<file path="src/rtl/ingress_outstanding_limiter_assert.svh">
// ----------------------------------------------------------------------------
// ingress outstanding limiter assertion macros
// shared property forms used by iol_back
// ----------------------------------------------------------------------------
`ifndef INGRESS_OUTSTANDING_LIMITER_ASSERT_SVH
`define INGRESS_OUTSTANDING_LIMITER_ASSERT_SVH

// same-cycle implication, disabled during reset
`define IOL_ASSERT_IMP(label, clk, rst_n, ante, cons, msg) \
    label: assert property (@(posedge clk) disable iff (!rst_n) (ante) |-> (cons)) \
        else $error(msg);

// next-cycle implication, disabled during reset
`define IOL_ASSERT_NXT(label, clk, rst_n, ante, cons, msg) \
    label: assert property (@(posedge clk) disable iff (!rst_n) (ante) |=> (cons)) \
        else $error(msg);

`endif

</file>
<file path="src/rtl/iol_pkg.sv">
// ----------------------------------------------------------------------------
// iol_pkg
// shared types and constants of the ingress outstanding limiter
// ----------------------------------------------------------------------------
package iol_pkg;

    // raw command codes on the input stream
    localparam logic [2:0] CMD_REQ_IN    = 3'd0;
    localparam logic [2:0] CMD_REQ_FWD   = 3'd1;
    localparam logic [2:0] CMD_REQ_RETRY = 3'd2;
    localparam logic [2:0] CMD_RSP_IN    = 3'd3;
    localparam logic [2:0] CMD_RSP_FWD   = 3'd4;
    localparam logic [2:0] CMD_RSP_RETRY = 3'd5;

    // configuration register indexes
    localparam logic CFG_LIMIT = 1'b0;
    localparam logic CFG_DEPTH = 1'b1;

    // configuration widths and reset values
    localparam int LIMIT_W = 8;
    localparam int DEPTH_W = 5;
    localparam logic [LIMIT_W-1:0] LIMIT_RESET = 8'd16;
    localparam logic [DEPTH_W-1:0] DEPTH_RESET = 5'd16;

    // fifo fill counts never exceed the usable depth register range
    localparam int FILL_W = 5;

    // classified operation handed from front to back
    typedef enum logic [2:0] {
        OP_NOP,
        OP_REQ_IN,
        OP_REQ_FWD,
        OP_REQ_RETRY,
        OP_RSP_IN,
        OP_RSP_FWD,
        OP_RSP_RETRY
    } t_op;

    typedef struct packed {
        t_op  op;
        logic partner_ready;
    } t_event_ctl;

    // flag and fill part of one result item
    typedef struct packed {
        logic              accepted;
        logic              fwd_valid;
        logic              fwd_dir;
        logic              retry_up;
        logic              unmatched;
        logic [FILL_W-1:0] req_fill;
        logic [FILL_W-1:0] rsp_fill;
    } t_result;

    // execution sequencer states
    typedef enum logic {
        BS_EXEC,
        BS_FETCH
    } t_bstate;

endpackage

</file>
<file path="src/rtl/ingress_outstanding_limiter.sv">
// a result item is registered once its item has passed the two-entry input queue;
// an item that forwards a fifo head also passes the tag fetch state (registered
// tag memory read); one item per cycle while the output is free and no fetch runs
// reset: synchronous active low; clears queue, counts, flags and fifo pointers,
// sets outstanding_limit and buffer_depth_in_use to 16; tag storage is not cleared
// ----------------------------------------------------------------------------
// ingress_outstanding_limiter
// caps outstanding requests and buffers request and response tags with retry
// ----------------------------------------------------------------------------
module ingress_outstanding_limiter #(
    parameter int FIFO_DEPTH  = 16,
    parameter int TAG_WIDTH   = 16,
    parameter int COUNT_WIDTH = 8
) (
    input  logic                        i_clk,
    input  logic                        i_rst_n,
    // configuration write port
    input  logic                        i_cfg_we,
    input  logic                        i_cfg_index,
    input  logic [iol_pkg::LIMIT_W-1:0] i_cfg_wdata,
    // input stream
    input  logic                        i_s_axis_tvalid,
    output logic                        o_s_axis_tready,
    // fields from bit 0: packet_tag, partner_ready, zero pad
    input  logic [((TAG_WIDTH+1+7)/8)*8-1:0] i_s_axis_tdata,
    // fields from bit 0: cmd
    input  logic [2:0]                  i_s_axis_tuser,
    // result stream
    output logic                        o_m_axis_tvalid,
    input  logic                        i_m_axis_tready,
    // fields from bit 0: accepted, forward_valid, forward_tag, retry_upstream,
    // unmatched_response, outstanding_now, request_fill, response_fill, zero pad
    output logic [((TAG_WIDTH+COUNT_WIDTH+14+7)/8)*8-1:0] o_m_axis_tdata,
    // fields from bit 0: forward_direction
    output logic [0:0]                  o_m_axis_tuser
);

    localparam int OUT_RAW_W = TAG_WIDTH + COUNT_WIDTH + 14;
    localparam int OUT_W     = ((OUT_RAW_W + 7) / 8) * 8;

    logic                   q_valid;
    logic                   q_ready;
    iol_pkg::t_event_ctl    q_ctl;
    logic [TAG_WIDTH-1:0]   q_tag;
    iol_pkg::t_result       out_res;
    logic [TAG_WIDTH-1:0]   out_tag;
    logic [COUNT_WIDTH-1:0] out_count;
    logic [OUT_RAW_W-1:0]   out_raw;

    iol_front #(
        .TAG_WIDTH (TAG_WIDTH)
    ) u_front (
        .i_clk           (i_clk),
        .i_rst_n         (i_rst_n),
        .i_valid         (i_s_axis_tvalid),
        .o_ready         (o_s_axis_tready),
        .i_cmd           (i_s_axis_tuser),
        .i_tag           (i_s_axis_tdata[TAG_WIDTH-1:0]),
        .i_partner_ready (i_s_axis_tdata[TAG_WIDTH]),
        .o_q_valid       (q_valid),
        .i_q_ready       (q_ready),
        .o_q_ctl         (q_ctl),
        .o_q_tag         (q_tag)
    );

    iol_back #(
        .FIFO_DEPTH  (FIFO_DEPTH),
        .TAG_WIDTH   (TAG_WIDTH),
        .COUNT_WIDTH (COUNT_WIDTH)
    ) u_back (
        .i_clk       (i_clk),
        .i_rst_n     (i_rst_n),
        .i_cfg_we    (i_cfg_we),
        .i_cfg_index (i_cfg_index),
        .i_cfg_wdata (i_cfg_wdata),
        .i_q_valid   (q_valid),
        .o_q_ready   (q_ready),
        .i_q_ctl     (q_ctl),
        .i_q_tag     (q_tag),
        .o_out_valid (o_m_axis_tvalid),
        .i_out_ready (i_m_axis_tready),
        .o_out_res   (out_res),
        .o_out_tag   (out_tag),
        .o_out_count (out_count)
    );

    // result packing, first field in the low bits
    assign out_raw = {out_res.rsp_fill, out_res.req_fill, out_count, out_res.unmatched,
                      out_res.retry_up, out_tag, out_res.fwd_valid, out_res.accepted};
    assign o_m_axis_tdata    = OUT_W'(out_raw);
    assign o_m_axis_tuser[0] = out_res.fwd_dir;

endmodule

</file>
<file path="src/rtl/iol_front.sv">
// ----------------------------------------------------------------------------
// iol_front
// accepts input items, classifies the command and queues them for the back
// ----------------------------------------------------------------------------
module iol_front #(
    parameter int TAG_WIDTH = 16
) (
    input  logic                 i_clk,
    input  logic                 i_rst_n,
    input  logic                 i_valid,
    output logic                 o_ready,
    input  logic [2:0]           i_cmd,
    input  logic [TAG_WIDTH-1:0] i_tag,
    input  logic                 i_partner_ready,
    output logic                 o_q_valid,
    input  logic                 i_q_ready,
    output iol_pkg::t_event_ctl  o_q_ctl,
    output logic [TAG_WIDTH-1:0] o_q_tag
);

    iol_pkg::t_event_ctl  r_q_ctl [2];
    logic [TAG_WIDTH-1:0] r_q_tag [2];
    logic                 r_wr_ptr;
    logic                 r_rd_ptr;
    logic [1:0]           r_cnt;
    logic [1:0]           n_cnt;
    iol_pkg::t_event_ctl  dec_ctl;
    logic                 push;
    logic                 pop;

    // command classification
    always_comb begin
        dec_ctl.partner_ready = i_partner_ready;
        unique case (i_cmd)
            iol_pkg::CMD_REQ_IN:    dec_ctl.op = iol_pkg::OP_REQ_IN;
            iol_pkg::CMD_REQ_FWD:   dec_ctl.op = iol_pkg::OP_REQ_FWD;
            iol_pkg::CMD_REQ_RETRY: dec_ctl.op = iol_pkg::OP_REQ_RETRY;
            iol_pkg::CMD_RSP_IN:    dec_ctl.op = iol_pkg::OP_RSP_IN;
            iol_pkg::CMD_RSP_FWD:   dec_ctl.op = iol_pkg::OP_RSP_FWD;
            iol_pkg::CMD_RSP_RETRY: dec_ctl.op = iol_pkg::OP_RSP_RETRY;
            default:                dec_ctl.op = iol_pkg::OP_NOP;
        endcase
    end

    // two-entry queue handshake
    assign o_ready   = (r_cnt != 2'd2);
    assign o_q_valid = (r_cnt != 2'd0);
    assign push      = i_valid && o_ready;
    assign pop       = o_q_valid && i_q_ready;
    assign o_q_ctl   = r_q_ctl[r_rd_ptr];
    assign o_q_tag   = r_q_tag[r_rd_ptr];

    always_comb begin
        n_cnt = r_cnt;
        if (push && !pop) begin
            n_cnt = r_cnt + 2'd1;
        end else if (pop && !push) begin
            n_cnt = r_cnt - 2'd1;
        end
    end

    // queue pointers and fill
    always_ff @(posedge i_clk) begin
        if (!i_rst_n) begin
            r_wr_ptr <= 1'b0;
            r_rd_ptr <= 1'b0;
            r_cnt    <= 2'd0;
        end else begin
            r_cnt <= n_cnt;
            if (push) begin
                r_wr_ptr <= ~r_wr_ptr;
            end
            if (pop) begin
                r_rd_ptr <= ~r_rd_ptr;
            end
        end
    end

    // queue payload
    always_ff @(posedge i_clk) begin
        if (push) begin
            r_q_ctl[r_wr_ptr] <= dec_ctl;
            r_q_tag[r_wr_ptr] <= i_tag;
        end
    end

endmodule

</file>
<file path="src/rtl/iol_tag_fifo.sv">
// ----------------------------------------------------------------------------
// iol_tag_fifo
// circular tag store with fill count and registered head read
// ----------------------------------------------------------------------------
module iol_tag_fifo #(
    parameter int FIFO_DEPTH = 16,
    parameter int TAG_WIDTH  = 16
) (
    input  logic                       i_clk,
    input  logic                       i_rst_n,
    input  logic                       i_push,
    input  logic [TAG_WIDTH-1:0]       i_push_tag,
    input  logic                       i_pop,
    output logic [iol_pkg::FILL_W-1:0] o_fill,
    output logic [TAG_WIDTH-1:0]       o_pop_tag
);

    localparam int PTR_W = (FIFO_DEPTH > 1) ? $clog2(FIFO_DEPTH) : 1;
    localparam logic [PTR_W-1:0] PTR_LAST = PTR_W'(FIFO_DEPTH - 1);

    logic [TAG_WIDTH-1:0]       r_mem [FIFO_DEPTH];
    logic [TAG_WIDTH-1:0]       r_rd_data;
    logic [PTR_W-1:0]           r_head;
    logic [PTR_W-1:0]           r_tail;
    logic [iol_pkg::FILL_W-1:0] r_fill;

    assign o_fill    = r_fill;
    assign o_pop_tag = r_rd_data;

    // pointers and fill count
    always_ff @(posedge i_clk) begin
        if (!i_rst_n) begin
            r_head <= '0;
            r_tail <= '0;
            r_fill <= '0;
        end else begin
            if (i_push) begin
                r_tail <= (r_tail == PTR_LAST) ? '0 : r_tail + 1'b1;
            end
            if (i_pop) begin
                r_head <= (r_head == PTR_LAST) ? '0 : r_head + 1'b1;
            end
            if (i_push && !i_pop) begin
                r_fill <= r_fill + 1'b1;
            end else if (i_pop && !i_push) begin
                r_fill <= r_fill - 1'b1;
            end
        end
    end

    // storage write and registered head read
    always_ff @(posedge i_clk) begin
        if (i_push) begin
            r_mem[r_tail] <= i_push_tag;
        end
        if (i_pop) begin
            r_rd_data <= r_mem[r_head];
        end
    end

endmodule

</file>
<file path="src/rtl/iol_back.sv">
// ----------------------------------------------------------------------------
// iol_back
// executes queued items against the limiter state and holds the result item
// ----------------------------------------------------------------------------
`include "ingress_outstanding_limiter_assert.svh"

module iol_back #(
    parameter int FIFO_DEPTH  = 16,
    parameter int TAG_WIDTH   = 16,
    parameter int COUNT_WIDTH = 8
) (
    input  logic                        i_clk,
    input  logic                        i_rst_n,
    input  logic                        i_cfg_we,
    input  logic                        i_cfg_index,
    input  logic [iol_pkg::LIMIT_W-1:0] i_cfg_wdata,
    input  logic                        i_q_valid,
    output logic                        o_q_ready,
    input  iol_pkg::t_event_ctl         i_q_ctl,
    input  logic [TAG_WIDTH-1:0]        i_q_tag,
    output logic                        o_out_valid,
    input  logic                        i_out_ready,
    output iol_pkg::t_result            o_out_res,
    output logic [TAG_WIDTH-1:0]        o_out_tag,
    output logic [COUNT_WIDTH-1:0]      o_out_count
);

    localparam int CAP_INT = (FIFO_DEPTH > 31) ? 31 : FIFO_DEPTH;
    localparam logic [iol_pkg::FILL_W-1:0] DEPTH_CAP = iol_pkg::FILL_W'(CAP_INT);
    localparam int CMP_W = (COUNT_WIDTH > iol_pkg::LIMIT_W) ? COUNT_WIDTH : iol_pkg::LIMIT_W;
    localparam logic [COUNT_WIDTH-1:0] COUNT_MAX = {COUNT_WIDTH{1'b1}};

    // configuration and limiter state
    logic [iol_pkg::LIMIT_W-1:0] r_cfg_limit;
    logic [iol_pkg::DEPTH_W-1:0] r_cfg_depth;
    logic [COUNT_WIDTH-1:0]      r_count;
    logic [COUNT_WIDTH-1:0]      n_count;
    logic                        r_retry_owed;
    logic                        n_retry_owed;
    logic                        r_ds_wait;
    logic                        n_ds_wait;
    logic                        r_us_wait;
    logic                        n_us_wait;
    iol_pkg::t_bstate            r_state;
    iol_pkg::t_bstate            n_state;

    // result holding
    logic                        r_out_valid;
    iol_pkg::t_result            r_out_res;
    logic [TAG_WIDTH-1:0]        r_out_tag;
    logic [COUNT_WIDTH-1:0]      r_out_count;
    iol_pkg::t_result            r_pend_res;
    logic [COUNT_WIDTH-1:0]      r_pend_count;

    // step signals
    logic                        take;
    logic                        out_free;
    logic                        load_direct;
    logic                        load_fetch;
    logic                        req_push;
    logic                        rsp_push;
    logic                        req_pop;
    logic                        rsp_pop;
    logic                        req_room;
    logic                        room_after;
    logic [iol_pkg::FILL_W-1:0]  usable;
    logic [iol_pkg::FILL_W-1:0]  req_fill;
    logic [iol_pkg::FILL_W-1:0]  rsp_fill;
    logic [iol_pkg::FILL_W-1:0]  req_fill_after_pop;
    logic [TAG_WIDTH-1:0]        req_pop_tag;
    logic [TAG_WIDTH-1:0]        rsp_pop_tag;
    iol_pkg::t_result            res;

    iol_tag_fifo #(
        .FIFO_DEPTH (FIFO_DEPTH),
        .TAG_WIDTH  (TAG_WIDTH)
    ) u_req_fifo (
        .i_clk      (i_clk),
        .i_rst_n    (i_rst_n),
        .i_push     (req_push),
        .i_push_tag (i_q_tag),
        .i_pop      (req_pop),
        .o_fill     (req_fill),
        .o_pop_tag  (req_pop_tag)
    );

    iol_tag_fifo #(
        .FIFO_DEPTH (FIFO_DEPTH),
        .TAG_WIDTH  (TAG_WIDTH)
    ) u_rsp_fifo (
        .i_clk      (i_clk),
        .i_rst_n    (i_rst_n),
        .i_push     (rsp_push),
        .i_push_tag (i_q_tag),
        .i_pop      (rsp_pop),
        .o_fill     (rsp_fill),
        .o_pop_tag  (rsp_pop_tag)
    );

    // handshake toward the queue and the output
    assign out_free  = !r_out_valid || i_out_ready;
    assign take      = i_q_valid && out_free && (r_state == iol_pkg::BS_EXEC);
    assign o_q_ready = out_free && (r_state == iol_pkg::BS_EXEC);

    // usable depth and request admission
    assign usable   = (r_cfg_depth > DEPTH_CAP) ? DEPTH_CAP : r_cfg_depth;
    assign req_room = (CMP_W'(r_count) < CMP_W'(r_cfg_limit)) && (r_count != COUNT_MAX) &&
                      (req_fill < usable);
    assign req_fill_after_pop = req_pop ? req_fill - 1'b1 : req_fill;
    assign room_after = (CMP_W'(n_count) < CMP_W'(r_cfg_limit)) && (n_count != COUNT_MAX) &&
                        (req_fill_after_pop < usable);

    // item execution
    always_comb begin
        n_count      = r_count;
        n_retry_owed = r_retry_owed;
        n_ds_wait    = r_ds_wait;
        n_us_wait    = r_us_wait;
        req_push     = 1'b0;
        rsp_push     = 1'b0;
        req_pop      = 1'b0;
        rsp_pop      = 1'b0;
        res          = '0;
        if (take) begin
            case (i_q_ctl.op)
                iol_pkg::OP_REQ_IN: begin
                    if (req_room) begin
                        n_count      = r_count + 1'b1;
                        req_push     = 1'b1;
                        res.accepted = 1'b1;
                    end else begin
                        n_retry_owed = 1'b1;
                    end
                end
                iol_pkg::OP_REQ_FWD: begin
                    if (!r_ds_wait && (req_fill != '0)) begin
                        if (i_q_ctl.partner_ready) begin
                            req_pop       = 1'b1;
                            res.fwd_valid = 1'b1;
                        end else begin
                            n_ds_wait = 1'b1;
                        end
                    end
                end
                iol_pkg::OP_REQ_RETRY: n_ds_wait = 1'b0;
                iol_pkg::OP_RSP_IN: begin
                    if (rsp_fill < usable) begin
                        rsp_push     = 1'b1;
                        res.accepted = 1'b1;
                    end
                end
                iol_pkg::OP_RSP_FWD: begin
                    if (!r_us_wait && (rsp_fill != '0)) begin
                        if (i_q_ctl.partner_ready) begin
                            rsp_pop       = 1'b1;
                            res.fwd_valid = 1'b1;
                            res.fwd_dir   = 1'b1;
                            if (r_count == '0) begin
                                res.unmatched = 1'b1;
                            end else begin
                                n_count = r_count - 1'b1;
                            end
                        end else begin
                            n_us_wait = 1'b1;
                        end
                    end
                end
                iol_pkg::OP_RSP_RETRY: n_us_wait = 1'b0;
                default: ;
            endcase
            // owed retry goes out after a pop once a request would fit
            if ((req_pop || rsp_pop) && r_retry_owed && room_after) begin
                n_retry_owed = 1'b0;
                res.retry_up = 1'b1;
            end
        end
        res.req_fill = req_fill + iol_pkg::FILL_W'(req_push) - iol_pkg::FILL_W'(req_pop);
        res.rsp_fill = rsp_fill + iol_pkg::FILL_W'(rsp_push) - iol_pkg::FILL_W'(rsp_pop);
    end

    // sequencer next state: pops wait in the fetch state for the tag read
    always_comb begin
        n_state     = r_state;
        load_direct = 1'b0;
        load_fetch  = 1'b0;
        unique case (r_state)
            iol_pkg::BS_EXEC: begin
                if (take) begin
                    if (req_pop || rsp_pop) begin
                        n_state = iol_pkg::BS_FETCH;
                    end else begin
                        load_direct = 1'b1;
                    end
                end
            end
            iol_pkg::BS_FETCH: begin
                if (out_free) begin
                    load_fetch = 1'b1;
                    n_state    = iol_pkg::BS_EXEC;
                end
            end
            default: n_state = iol_pkg::BS_EXEC;
        endcase
    end

    // control state
    always_ff @(posedge i_clk) begin
        if (!i_rst_n) begin
            r_cfg_limit  <= iol_pkg::LIMIT_RESET;
            r_cfg_depth  <= iol_pkg::DEPTH_RESET;
            r_count      <= '0;
            r_retry_owed <= 1'b0;
            r_ds_wait    <= 1'b0;
            r_us_wait    <= 1'b0;
            r_state      <= iol_pkg::BS_EXEC;
            r_out_valid  <= 1'b0;
        end else begin
            if (i_cfg_we) begin
                if (i_cfg_index == iol_pkg::CFG_LIMIT) begin
                    r_cfg_limit <= i_cfg_wdata;
                end else begin
                    r_cfg_depth <= i_cfg_wdata[iol_pkg::DEPTH_W-1:0];
                end
            end
            r_count      <= n_count;
            r_retry_owed <= n_retry_owed;
            r_ds_wait    <= n_ds_wait;
            r_us_wait    <= n_us_wait;
            r_state      <= n_state;
            if (load_direct || load_fetch) begin
                r_out_valid <= 1'b1;
            end else if (i_out_ready) begin
                r_out_valid <= 1'b0;
            end
        end
    end

    // result payload
    always_ff @(posedge i_clk) begin
        if (take && (req_pop || rsp_pop)) begin
            r_pend_res   <= res;
            r_pend_count <= n_count;
        end
        if (load_direct) begin
            r_out_res   <= res;
            r_out_tag   <= '0;
            r_out_count <= n_count;
        end else if (load_fetch) begin
            r_out_res   <= r_pend_res;
            r_out_tag   <= r_pend_res.fwd_dir ? rsp_pop_tag : req_pop_tag;
            r_out_count <= r_pend_count;
        end
    end

    assign o_out_valid = r_out_valid;
    assign o_out_res   = r_out_res;
    assign o_out_tag   = r_out_tag;
    assign o_out_count = r_out_count;

    // assertions
    `IOL_ASSERT_NXT(a_pop_fetch, i_clk, i_rst_n, take && (req_pop || rsp_pop), r_state == iol_pkg::BS_FETCH, "pop did not enter tag fetch")
    `IOL_ASSERT_IMP(a_fetch_pend, i_clk, i_rst_n, r_state == iol_pkg::BS_FETCH, r_pend_res.fwd_valid, "fetch without a pending forward")
    `IOL_ASSERT_IMP(a_unmatched_rsp, i_clk, i_rst_n, r_out_valid && r_out_res.unmatched, r_out_res.fwd_valid && r_out_res.fwd_dir, "unmatched flag without response forward")
    `IOL_ASSERT_IMP(a_retry_pop, i_clk, i_rst_n, r_out_valid && r_out_res.retry_up, r_out_res.fwd_valid, "retry signalled without a pop")

endmodule

</file>
<file path="config.mk">
export PLATFORM = sky130hd
export DESIGN_NAME = ingress_outstanding_limiter
export DESIGN_NICKNAME = d
export VERILOG_FILES = /design/src/rtl/iol_pkg.sv /design/src/rtl/ingress_outstanding_limiter.sv /design/src/rtl/iol_front.sv /design/src/rtl/iol_tag_fifo.sv /design/src/rtl/iol_back.sv
export VERILOG_INCLUDE_DIRS = /design/src /design/src/rtl
export SDC_FILE = /design/constraint.sdc
export NUM_CORES = 1
export LEC_CHECK = 0
export BUFFER_PORTS_ARGS = -buffer_cell sky130_fd_sc_hd__buf_2
export CORE_MARGIN = 1
export CORE_UTILIZATION = 55
export DETAILED_ROUTE_END_ITERATION = 12
export PLACE_DENSITY = 0.75
export SLEW_MARGIN = 25
export SYNTH_ARGS = -nofsm -noshare
export SYNTH_HDL_FRONTEND = slang
export SYNTH_HIERARCHICAL = 1
export SYNTH_SLANG_ARGS = --single-unit
export TNS_END_PERCENT = 10
</file>
<file path="constraint.sdc">
create_clock -name i_clk -period 4.9 [get_ports i_clk]
set_clock_uncertainty 0.15 [all_clocks]
set_input_delay 0 -clock i_clk [delete_from_list [all_inputs] [get_ports i_clk]]
set_output_delay 0 -clock i_clk [all_outputs]
set_load 0.03 [all_outputs]
</file>
# After elaboration in Yosys (flattened, before gate mapping)
# Memories as Yosys holds them, arrays and structs flattened. A register that Yosys moved wholly into a read port is not among the register bits.
# Cells that the tools add are included.
# op_classes
reduce_logical,51
mux,79
n_addsub,16
order_cmp,6
bitwise,4
eq_ne,23
# op_table
cell,count
8-bit 2-to-1 mux,7
1-bit 2-to-1 mux,47
5-bit 2-to-1 mux,7
15-bit 2-to-1 mux,2
1-bit logical AND,20
3-bit case mux with 6 select lines,1
2-bit nonzero test,9
4-bit by 1-bit adder with 4-bit output (second input constant),4
4-bit == test (second input constant),4
8-bit less-than comparator,2
16-bit 2-to-1 mux,1
4-bit 2-to-1 mux,4
8-bit != test (second input constant),2
8-bit case mux with 2 select lines,1
3-bit == test (second input constant),5
5-bit less-than comparator,3
3-bit by 2-bit == test with 1-bit output (second input constant),4
5-bit by 1-bit adder with 5-bit output,2
5-bit by 1-bit adder with 5-bit output (second input constant),2
1-bit case mux with 2 select lines,5
5-bit nonzero test,2
5-bit by 1-bit subtractor with 5-bit output,2
5-bit by 1-bit subtractor with 5-bit output (second input constant),2
1-bit logical NOT,9
16 further kinds,32
# totals
inputBits,41
mem_count,4
ff_bits,118
mem_bits_rw,552
output_inout_bits,43
# memory_table
name,words,width,read_ports,rd_ports_with_merged_regs,wr,line,text
u_back.u_req_fifo.r_mem,16,16,1,1,1,iol_tag_fifo.sv:21,logic [TAG_WIDTH-1:0] r_mem [FIFO_DEPTH];
u_back.u_rsp_fifo.r_mem,16,16,1,1,1,iol_tag_fifo.sv:21,
u_front.r_q_tag,2,16,1,1,1,iol_front.sv:22,logic [TAG_WIDTH-1:0] r_q_tag [2];
u_front.r_q_ctl,2,4,1,1,1,iol_front.sv:21,iol_pkg::t_event_ctl r_q_ctl [2];

# Logic depth before layout (Yosys ltp)
# logic_depth
ltp_word,14
mapped_depth,20

# Cells and area by module
# Netlist, hierarchy kept.
# modules_own_cells
module,area_each_um2,cells_per_inst,seq_area_each_um2,n_inst
iol_tag_fifo (u_back.u_req_fifo),10961.8,517,8428.1,1
iol_tag_fifo (u_back.u_rsp_fifo),10919.2,512,8428.1,1
iol_back,5227.5,550,2222.1,1
iol_front,1712.9,91,1301.2,1
ingress_outstanding_limiter,18.8,3,0.0,1

# Worst setup path after synthesis
# No wires, ideal clock.
# synth_timing
path_type,reg2reg
startpoint,register with a tool-made name
endpoint,"register u_back.r_out_res, in the netlist u_back/o_out_res[9], data pin"
stages_incl_launch_ff,21
t_arrival_ns,4.910
n_path_buf,2
path_slack_ns,-0.413
path_cell_list,dfxtp_1 > buf_2 > mux2_2 > clkbuf_1 > nor2_1 > nand2_1 > a31oi_1 > nand2_1 > nor3b_1 > ha_1 > inv_1 > ha_1 > inv_1 > fa_1 > nor2_1 > nor2_1 > nor2_1 > nor2_1 > xnor2_1 > nand2_1 > nand2_1
# synth_lines
element,line,text
"end signal, assigned",iol_back.sv:245,r_out_res <= res;
"end signal, assigned",iol_back.sv:249,r_out_res <= r_pend_res;
"end, declared",iol_back.sv:49,iol_pkg::t_result r_out_res;

# Worst setup path in the final report
# layout_timing
startpoint,register u_back.r_count[1]
endpoint,register u_back.r_retry_owed
# layout_via
elab_chain_cells,12
elab_cells_between_ends,22
# layout_rtl
element,line,text
"start, declared",iol_back.sv:36,logic [COUNT_WIDTH-1:0] r_count;
"start signal, assigned",iol_back.sv:225,r_count <= n_count;
"8-bit by 1-bit subtractor with 8-bit output, or another cell as far along",iol_back.sv:161,n_count = r_count - 1'b1;
8-bit 2-to-1 mux / 1-bit logical AND (equally long branches),"iol_back.sv:158, iol_back.sv:107",
8-bit 2-to-1 mux / 1-bit logical AND (equally long branches),"iol_back.sv:154, iol_back.sv:107",
8-bit 2-to-1 mux (on tied branches),"iol_back.sv:153, iol_back.sv:127",
8-bit case mux with 2 select lines (*),iol_back.sv:125,case (i_q_ctl.op)
8-bit 2-to-1 mux (*),iol_back.sv:124,if (take) begin
via u_back.n_count[3],iol_back.sv:37,logic [COUNT_WIDTH-1:0] n_count;
8-bit less-than comparator / 8-bit != test (equally long branches),iol_back.sv:110,assign room_after = (CMP_W'(n_count) < CMP_W'(r_cfg_limit)) && (n_count != COUNT_MAX) &&
1-bit logical AND (*) (2 in series),iol_back.sv:110,
1-bit logical AND (*),iol_back.sv:172,if ((req_pop || rsp_pop) && r_retry_owed && room_after) begin
2-bit != test (no line) / 2-bit nonzero test (equally long branches),-,
3-bit AND reduction (no line),-,
"end signal, assigned",iol_back.sv:226,r_retry_owed <= n_retry_owed;
"end, declared",iol_back.sv:38,logic r_retry_owed;
# Mark *: on every way through the listed nets, which the timed path passes. The rest lies on a longest branch.
# A chain may end at the register's enable or synchronous reset.

==> reports/qor.csv <==
stage,metric,value,unit
run_status,status,"complete, no violations",
worst_hold_path,WHS Endpoint,u_front/r_q_tag[0][7]$_DFFE_PP_,
floorplan,chip width,231,um
synth,synthesized cell area,28800,um^2
detailed_routing,1st-iter DRT viols,1640,
synth,dominant synthesized flop cell,edfxtp_1,
synth,top post-synthesis cells by area,"edfxtp_1 66%, mux4_2 10%, dfxtp_1 5.1%, ha_1 2.7%, nand2_1 1.6%",
setup_path,startpoint types,register,
setup_path,R2R Setup Slk,0.76,ns
timing,Slew HR,0.296,
detailed_routing,WL/cell,25.1,um
synth,library cells used by synthesis,81,
timing,min Tclk post-route,4.14,ns
timing,actual slew at the worst max-slew pin,1.06,ns
pwr,Peak VDD IR,0.232,mV
clock_tree,hold buffer count at cts,65,
floorplan,# rows,83,
place,placed insts,2390,
pwr,Power Total,15.6,mW
finish,share of layout cells above drive strength 1,0.218,
place,"worst slack, placed",0.822,ns
clock_tree,total CTS buffers,69,
worst_hold_path,hold crit path type,input pin to register,
timing,Final period util,0.845,
synth,async set or reset register ratio after synthesis,0,
finish,multi-input logic area,7820,um^2
global_route,largest net degree at the start of global routing,51,
finish,Area Overhead vs Synth,14.3,%
setup_path,RR Endpoint,u_back/r_retry_owed$_SDFFE_PN0P_,
worst_hold_path,hold_sp,i_s_axis_tdata[7],
floorplan,num ports,84,
place,RD Place Congestion,0.925,
clock_tree,CTS tree,done,
timing,Max Slew Vio Count,0,
timing,final setup TNS,0,ns
worst_hold_path,hold path depth,2,
timing,Max Clk Rate,0.241,GHz
clock_tree,post-CTS sizing,0,
setup_path,CP arrival,4.47,ns
synth,Yosys warning total,6,
global_route,initial antenna violation count,1,
setup_path,FF-to-FF path depth,12,
detailed_routing,routed vias/inst,6.15,
timing,final setup margin,0.757,ns
setup_path,FF-to-FF Start,u_back/r_count[1]$_SDFF_PN0_,
timing,"Hold Vio Cnt, Final",0,
pwr,power density cells,473,nW/um^2
synth,number of flops mapped to enable cells by yosys,630,
floorplan,Starting Density,0.560,
global_route,vias in the first global route,16100,
synth,Syn Area/Cell,17.2,um^2
pwr,Lkg Pwr,11.0,nW
synth,"top cells by count, synth","630 x edfxtp_1, 128 x mux4_2, 123 x nand2_1, 77 x nor2_1, 73 x dfxtp_1",
clock_tree,Post-CTS Setup Bufs,0,
clock_tree,root buf cell,clkbuf_16,
floorplan,die height,231,um
clock_tree,H-Tree Depth,3,
clock_tree,Max clock buf depth,3,
timing,RSZ-0062 raised after global routing,no,
finish,fin nets,1955,
clock_tree,worst-skew pair later-pin latency,0.60,ns
floorplan,die area,53400,um^2
place,buffers added on ports,74,
detailed_routing,routed wire length,65000,um
setup_path,Setup Crit Path Kind,register to register,
synth,sequential area share after synthesis,0.707,
synth,Synth top area share,0.656,
synth,cell taking the most area after synthesis,edfxtp_1,
synth,#FFs+latches synth,703,
setup_path,Worst EP required,5.23,ns
global_route,All-Layer GR Usage,0.249,
place,post-DP HPWL,38300,um
detailed_routing,post-detailed-route count of antenna-violating nets,0,
clock_tree,clk slew on worst S/H paths,0.06,ns
global_route,global-route wire length before repair,97600,um
setup_path,Critical Path End Type,register,
finish,FF+latch area,20400,um^2
finish,Layout Utilization,0.640,
detailed_routing,DRT Pass-1 Iters,5,
detailed_routing,residual DRC count,0,
job,maxcap violations,0,
detailed_routing,vias,15900,
finish,# fillers,3447,
timing,final setup fails,0,
setup_path,crit path max fanout,17,
clock_tree,CTS sink cnt,703,
synth,Synth Instances,1673,
global_route,gr ovfl total,0,
synth,top-count cell post-synth,edfxtp_1,
finish,post-route insts no fill,2585,
floorplan,Core Footprint,51500,um^2
sequential cells by signal, summed over array words and instances (netlist names), 2 cells and up, named ones only:
| name | count |
|---|---|
| u_back/u_req_fifo/o_pop_tag | 16 |
| u_front/r_q_tag | 32 |
| u_back/r_pend_res | 15 |
| u_back/u_rsp_fifo/r_tail | 4 |
| u_back/u_rsp_fifo/r_head | 4 |
| u_back/o_out_res | 15 |
| u_front/r_q_ctl | 8 |
| u_back/u_req_fifo/r_tail | 4 |
| u_back/o_out_count | 8 |
| u_back/u_rsp_fifo/o_pop_tag | 16 |
| u_back/u_rsp_fifo/o_fill | 5 |
| u_back/r_pend_count | 8 |
| u_back/r_count | 8 |
| u_back/u_req_fifo/o_fill | 5 |
| u_back/u_req_fifo/r_mem | 256 |
| u_front/r_cnt | 2 |
| u_back/u_req_fifo/r_head | 4 |
| u_back/r_cfg_depth | 5 |
| u_back/r_cfg_limit | 8 |
| u_back/u_rsp_fifo/r_mem | 256 |
| u_back/o_out_tag | 16 |
cell type report:
cell class | instances | share of cell area
sequential | 703 | 0.619
multi-input combinational | 839 | 0.237
clock buffer | 86 | 0.0584
inverter | 52 | 0.00592
clock inverter | 41 | 0.0113
tap | 680 | 0.0258
antenna | 1 | 0.0000759
timing repair buffer | 183 | 0.0426
power by group:
group	switching [mW]	leakage [nW]	internal (mW)
registers	0.180	6.30	7.35
logic	1.93	3.61	0.822
clock network	2.20	1.13	3.12
cells by family after synthesis:
kind of cell,after synthesis,share of synthesized area
DFF,703,0.707
and+or+nand+nor,367,0.0637
AOI/OAI and AO/OA,206,0.0524
muxes,176,0.118
buffers and inverters,132,0.0233
adders and majority gates,66,0.0297
xor gates and xnor gates,22,0.00668
other,1,0.000130
worst max-delay path, cell delays in order, from the launching register on:
cell	delay, ns
dfxtp_1	0.55
ha_1	0.31
a2111o_1	0.41
a211oi_4	0.68
nand2_2	0.13
o311a_1	0.49
ha_1	0.34
a211oi_1	0.29
nand3_1	0.12
a21oi_1	0.13
a21oi_1	0.14
a211oi_2	0.20
nor2_1	0.07
how the worst max path moves through the flow:
stage / from / to / slack (ns) / cells after the start
after floorplan: register / u_back/o_out_res[9]$_DFFE_PP_ / 0.47 / 20
after global placement: u_back/r_cfg_depth[4]$_SDFFE_PN1P_ / u_back/r_pend_res[11]$_DFFE_PP_ / 0.86 / 13
after detailed placement: u_back/r_count[1]$_SDFF_PN0_ / u_back/r_pend_res[11]$_DFFE_PP_ / 0.82 / 10
after CTS: u_back/r_count[1]$_SDFF_PN0_ / u_back/r_pend_res[11]$_DFFE_PP_ / 0.80 / 10
after global routing: u_back/r_cfg_depth[4]$_SDFFE_PN1P_ / u_back/r_retry_owed$_SDFFE_PN0P_ / 0.49 / 14
final: u_back/r_count[1]$_SDFF_PN0_ / u_back/r_retry_owed$_SDFFE_PN0P_ / 0.76 / 12
through the flow:
| step | hold slack [ns] | cell area [um^2] |
|---|---|---|
| final | 0.0228 | 33000 |
| after global routing | 0.0305 | 33000 |
| after CTS | 0.0149 | 32900 |
| after detailed placement | 0.0434 | 30000 |
| after global placement | 0.0378 | 30000 |
| after floorplan | -0.0511 | 28800 |
routing by layer:
metal,up-vias,track usage,share of wire
met2,710,0.415,0.50
met4,0,0.107,0.037
met5,-,0,0
met1,8103,0.331,0.40
li1,6934,-,-
met3,152,0.0343,0.064
placed cells by master, fill, tap and decap left out, types with 8 or more instances in the layout:
master | Yosys | routed
a21boi_0 | 13 | 13
buf_4 | 8 | 40
nand4_1 | 9 | 9
buf_2 | 14 | 74
ha_1 | 62 | 62
a211oi_1 | 24 | 24
xor2_1 | 10 | 10
clkbuf_1 | 39 | 8
inv_1 | 51 | 51
edfxtp_1 | 630 | 630
mux2i_1 | 26 | 26
nor3_1 | 10 | 9
clkinv_1 | 1 | 16
nand2b_1 | 10 | 10
xnor2_1 | 12 | 12
mux4_2 | 128 | 128
nand3_1 | 21 | 21
dfxtp_1 | 73 | 69
nor2_1 | 77 | 76
o21ai_0 | 21 | 21
clkbuf_16 | 0 | 73
nor2b_1 | 12 | 9
nand2_1 | 123 | 123
dlygate4sd3_1 | 0 | 65
a21oi_1 | 30 | 30
clkinv_2 | 0 | 13
and2_1 | 51 | 51
mux2_2 | 22 | 22
a22oi_1 | 59 | 59
Power figures use the tool's default switching activity.
